--- config.mk ---
export PLATFORM = sky130hd
export DESIGN_NAME = ptbf_div
export DESIGN_NICKNAME = d
export VERILOG_FILES = /design/src/hw/rtl/ptbf_pkg.sv /design/src/hw/rtl/ptbf_div.sv
export SDC_FILE = /design/constraint.sdc
export NUM_CORES = 2
export LEC_CHECK = 0
export BUFFER_PORTS_ARGS = -buffer_cell sky130_fd_sc_hd__buf_4
export CELL_PAD_IN_SITES_DETAIL_PLACEMENT = 1
export CELL_PAD_IN_SITES_GLOBAL_PLACEMENT = 2
export CORE_UTILIZATION = 49
export CTS_CLUSTER_SIZE = 30
export DETAILED_ROUTE_END_ITERATION = 7
export HOLD_SLACK_MARGIN = 0.02
export PLACE_DENSITY = 0.86
export SLEW_MARGIN = 30
export SYNTH_ARGS = -nofsm -noshare
export SYNTH_HDL_FRONTEND = slang
export SYNTH_SLANG_ARGS = --single-unit
--- constraint.sdc ---
create_clock -name clk_i -period 7.5 [get_ports clk_i]
set_input_delay 1.5 -clock clk_i [delete_from_list [all_inputs] [get_ports clk_i]]
set_output_delay 1.5 -clock clk_i [all_outputs]
set_load 0.1 [all_outputs]
--- src/hw/rtl/ptbf_pkg.sv ---
// Shared widths, register indexes and fixed-point constants of the temporal blend filter.
// No dependencies; every other file but tb/ptbf_tb_if.sv imports this package.
package ptbf_pkg;

  localparam int unsigned VAL_W      = 21;  // stored value, signed Q12.8
  localparam int unsigned TGT_W      = 22;  // corrected pixel, signed
  localparam int unsigned DLT_W      = 23;  // target minus old
  localparam int unsigned MAG_W      = 22;
  localparam int unsigned TC_W       = 17;
  localparam int unsigned GAIN_W     = 15;
  localparam int unsigned OFS_W      = 20;
  localparam int unsigned AMP_W      = 20;
  localparam int unsigned TA_W       = TC_W + AMP_W;
  localparam int unsigned TA_SPLIT   = 19;  // low part of t*A for the split multiply
  localparam int unsigned DEN_W      = 23;  // A + |delta|
  localparam int unsigned DEN_SH     = 16;  // divisor is (A + |delta|) << 16
  localparam int unsigned Q_W        = 23;  // quotient bits, one per divider stage
  localparam int unsigned NUM_W      = 60;
  localparam int unsigned REM_W      = DEN_W + DEN_SH + Q_W - 1;
  localparam int unsigned NV_W       = 25;  // new value before clamping
  localparam int unsigned CFG_IDX_W  = 8;
  localparam int unsigned CFG_DATA_W = 20;
  localparam int unsigned PIXIDX_W   = 16;
  localparam int unsigned PIX_W      = 8;

  localparam logic [TC_W-1:0] ONE_Q16 = TC_W'(65536);
  localparam logic [GAIN_W-1:0] GAIN_RST = GAIN_W'(4096);
  localparam logic signed [NV_W-1:0] STORE_MAX = NV_W'(1048575);
  localparam logic signed [NV_W-1:0] STORE_MIN = -NV_W'(1048576);

  localparam logic [CFG_IDX_W-1:0] CFG_TIME_CONSTANT = CFG_IDX_W'(0);
  localparam logic [CFG_IDX_W-1:0] CFG_GAIN          = CFG_IDX_W'(1);
  localparam logic [CFG_IDX_W-1:0] CFG_OFFSET        = CFG_IDX_W'(2);
  localparam logic [CFG_IDX_W-1:0] CFG_NL_AMPLITUDE  = CFG_IDX_W'(3);

endpackage

--- src/hw/rtl/ptbf_div.sv ---
// Pipelined restoring divider, one quotient bit per stage, with a sideband that travels along.
// Depends on ptbf_pkg. Divisor is den_i << DEN_SH; quotient must fit in Q_W bits.
module ptbf_div #(
  parameter type side_t = logic
) (
  input  logic                         clk_i,
  input  logic                         rst_ni,
  input  logic                         en_i,
  input  logic                         valid_i,
  input  logic [ptbf_pkg::NUM_W-1:0]   num_i,
  input  logic [ptbf_pkg::DEN_W-1:0]   den_i,
  input  side_t                        side_i,
  output logic                         valid_o,
  output logic [ptbf_pkg::Q_W-1:0]     quot_o,
  output side_t                        side_o,
  output logic [ptbf_pkg::Q_W-1:0]     stage_valid_o,
  output side_t                        stage_side_o [ptbf_pkg::Q_W]
);
  import ptbf_pkg::*;

  logic [REM_W-1:0] rem_q  [Q_W];
  logic [DEN_W-1:0] den_q  [Q_W];
  logic [Q_W-1:0]   quot_q [Q_W];
  side_t            side_q [Q_W];
  logic [Q_W-1:0]   vld_q;

  logic [REM_W-1:0] rem_in  [Q_W];
  logic [DEN_W-1:0] den_in  [Q_W];
  logic [Q_W-1:0]   quot_in [Q_W];
  side_t            side_in [Q_W];
  logic [Q_W-1:0]   vld_in;

  for (genvar s = 0; s < Q_W; s++) begin : g_stage
    localparam int unsigned BIT = Q_W - 1 - s;
    logic [REM_W-1:0] trial;
    logic             ge;

    if (s == 0) begin : g_first
      assign rem_in[s]  = REM_W'(num_i);
      assign den_in[s]  = den_i;
      assign quot_in[s] = '0;
      assign side_in[s] = side_i;
      assign vld_in[s]  = valid_i;
    end else begin : g_next
      assign rem_in[s]  = rem_q[s-1];
      assign den_in[s]  = den_q[s-1];
      assign quot_in[s] = quot_q[s-1];
      assign side_in[s] = side_q[s-1];
      assign vld_in[s]  = vld_q[s-1];
    end

    assign trial = REM_W'(den_in[s]) << (DEN_SH + BIT);
    assign ge    = rem_in[s] >= trial;

    always_ff @(posedge clk_i or negedge rst_ni) begin
      if (!rst_ni) begin
        vld_q[s] <= 1'b0;
      end else if (en_i) begin
        vld_q[s] <= vld_in[s];
      end
    end

    always_ff @(posedge clk_i) begin
      if (en_i) begin
        rem_q[s]  <= ge ? rem_in[s] - trial : rem_in[s];
        den_q[s]  <= den_in[s];
        quot_q[s] <= quot_in[s] | (Q_W'(ge) << BIT);
        side_q[s] <= side_in[s];
      end
    end

    assign stage_side_o[s] = side_q[s];
  end

  assign stage_valid_o = vld_q;
  assign valid_o       = vld_q[Q_W-1];
  assign quot_o        = quot_q[Q_W-1];
  assign side_o        = side_q[Q_W-1];

endmodule

==> out/metrics.yaml <==
cells_and_area:
  fin_cells: 11500
  final_cell_area_um2: 117000
  multi_input_area_um2: 36000
  final_nets: 9126
  n_fill_cell: 21000
  syn_to_final_growth_pct: 12.3
  regArea_um2: 65000
  layout-drive-gt1-share: 0.0907
run:
  max_cap_viol_count: 0
clock_tree:
  cts-resized-gates: 0
  cts_buffers: 227
  hold_buffers: 0
  cts_setup_buffers: 0
  cts_tree: "done"
  path_clk_slew_ns: 0.06
  cts_buffer_depth: 3
  clkLatencyLatePin_ns: 0.90
  numClockSinks: 2170
  cts_root_buffer: "clkbuf_16"
  htree_levels: 4
power:
  p_sw_frac: 0.341
  power_density_nw_per_um2: 373
  p_int_w: 0.0287
  power_switching_w: 0.0149
  seqPwrFrac: 0.412
  power_frac_comb: 0.320
  p_leak_nw: 44.4
  total_power_w: 0.0436
  peakVddDrop_uv: 265
  pwr-share-clk: 0.268
setup_path:
  regToRegEndpoint: "rem_q[10][60]"
  end_kind: "flip-flop"
  worstPathMaxFanout: 5
  critPathMaxStageDelay_ns: 0.72
  rrSetupSlack_ns: 2.75
  critical_path.startpoint: "rem_q[9][32]"
  rr_worst_depth: 11
  path_class: "flip-flop to flip-flop"
  cp_cell_sequence: "ha_1, nor4b_1, nand4_1, nor4_1, nand4_1, a31o_2, a2111oi_0, nor2_4, or4b_2, nor4b_1, xor2_1"
  required_ns: 8.06
  r2r-start: "rem_q[9][32]"
  critPathLaunchType: "flip-flop"
  endpoint: "rem_q[10][60]"
  crit_slowest_cell: "a2111oi_0"
  critPathArrivalTime_ns: 5.31
run_status:
  status: "completed"
yosys:
  netlist_instances: 8182
  synth.distinct_cells: 86
  synth_common_cells: "edfxtp_1, inv_1, ha_1"
  async_flop_share: 0.0106
  yosys_warnings: 0
  synth_edf_count: 2147
  yosys-top-cells-area: "edfxtp_1, ha_1, xnor2_1"
  synth_top_area_share: 0.620
  ys.flop_type: "edfxtp_1"
  syn_area_per_cell_um2: 12.7
  synth_sequential_area_ratio: 0.625
  syn-cell-area_um2: 104000
  ys_ff_latch: 2170
  synth_top_area_cell: "edfxtp_1"
  syn_nets: 8820
  synth.most_common_cell: "edfxtp_1"
sta:
  worst_pin_slew_ns: 1.16
  timing.fmax_ghz: 0.211
  fin_worst_skew_ns: 0.0781
  slew_viol_final: 0
  final_hold_viol_count: 0
  fin_ws_ns: 2.75
  rsz0062_at_grt: "false"
  tns_ns: 0
  final.period_utilization: 0.633
  fin_crit_ns: 4.75
  slew_headroom: 0.218
  setup_viol: 0
place:
  pre_cts_slack_ns: 2.47
  hpwl_um: 203000
  portBuffers: 158
  place_area_um2: 109000
  placed_cells: 11100
  gp_congestion: 0.886
global_route:
  grt.busiest_layer: "met2"
  antenna_found_initial: 9
  grt_max_degree: 197
  grtUsageMet1: 0.297
  grt_pass1_vias: 70800
  grt_overflow: 0
  use_met3: 0.0310
  use_met2: 0.472
  grt_pass1_wl_um: 422000
  grt_use_total: 0.255
detailed_routing:
  wl_um: 276000
  ant_nets: 0
  vias: 66500
  via_per_inst: 5.79
  wire_per_inst_um: 24.0
  drc: 0
  drtIter0Drc: 4430
  drtPass1Iterations: 7
floorplan:
  die_h_um: 463
  initial_core_util: 0.495
  io_pins: 159
  core_um2: 210000
  die_x_um: 463
  die_area_um2: 214000
  row_count: 168
hold_path:
  hp-class: "flip-flop to flip-flop"
[metal layers]
layer	wire length (um)	vias up
li1	-	31200
met5	35	-
met2	145000	1283
met4	11700	6
met3	9910	498
met1	108000	33600
[stage by stage]
| step | util | hold slack (ns) |
|---|---|---|
| final | 0.555 | 0.390 |
| after global routing | 0.555 | 0.408 |
| after CTS | 0.555 | 0.392 |
| after detailed placement | 0.518 | 0.406 |
| after global placement | 0.518 | 0.400 |
| after floorplan | - | 0.400 |
[how the worst min path moves through the flow]
stage / start / cells after the start / to / slack [ns]
6_report: rem_q[0][25] / 0 / rem_q[1][25] / 0.39
5_1_grt: side_q[1][3] / 0 / side_q[1][4] / 0.41
3_5_place_dp: quot_q[0][88] / 0 / quot_q[0][111] / 0.41
2_1_floorplan: quot_q[0][88] / 0 / quot_q[0][111] / 0.40
3_3_place_gp: quot_q[1][174] / 0 / quot_q[2][13] / 0.40
4_1_cts: rem_q[0][25] / 0 / rem_q[1][25] / 0.39
[logic make-up after synthesis]
| kind of cell | Yosys count | share of synthesized area |
|---|---|---|
| adder cells (fa/ha/maj) | 550 | 0.0678 |
| AND/OR/NAND/NOR | 2110 | 0.103 |
| XOR/XNOR | 618 | 0.0520 |
| multiplexers | 155 | 0.0167 |
| buffers and inverters | 832 | 0.0302 |
| AO/OA/AOI/OAI | 1747 | 0.105 |
| flip-flops | 2170 | 0.625 |
[cell type report]
cell class	count	area share
flip-flops and latches	2170	0.557
diodes	6	0.000129
inverters	686	0.0221
clock inverters	152	0.0159
clock buffers	279	0.0506
repair buffers	223	0.0159
multi-input cells	5180	0.308
well taps	2805	0.0301
[state kept, by name, indices dropped and copies added (netlist names)]
register and cells:
rem_q 1342, stage_valid_o 22, side_q 23, valid_o 1, den_q 506, quot_q 276
[critical path, delay by kind of cell, from the launching register on]
family                     cells  cell delay, ns
DFF                            1            0.40
xor gates and xnor gates       1            0.12
and+or+nand+nor                7            2.35
adders and majority gates      1            0.45
AOI/OAI and AO/OA              2            1.15
[power by group through the flow]
| stage | logic [W] | clock network [W] | registers [W] |
|---|---|---|---|
| 2_1_floorplan | 0.00980 | 0 | 0.0179 |
| 3_3_place_gp | 0.0134 | 0 | 0.0181 |
| 3_5_place_dp | 0.0138 | 0 | 0.0182 |
| 4_1_cts | 0.0140 | 0.0119 | 0.0180 |
| 5_1_grt | 0.0154 | 0.0123 | 0.0182 |
| 6_report | 0.0139 | 0.0117 | 0.0180 |
[layout by cell type, fill, tap and decap left out, drive strengths merged, types with 107 or more instances in the layout]
cell type     n
ha          528
clkinv      107
nand2       520
nor3        169
nor2        475
clkbuf      279
a21o        270
mux2        145
o21ai       451
xnor2       325
buf         223
inv         687
a21oi       516
edfxtp     2147
nand3       116
nor4        195
xor2        293
No activity file was read; power rests on OpenSTA's default activity.
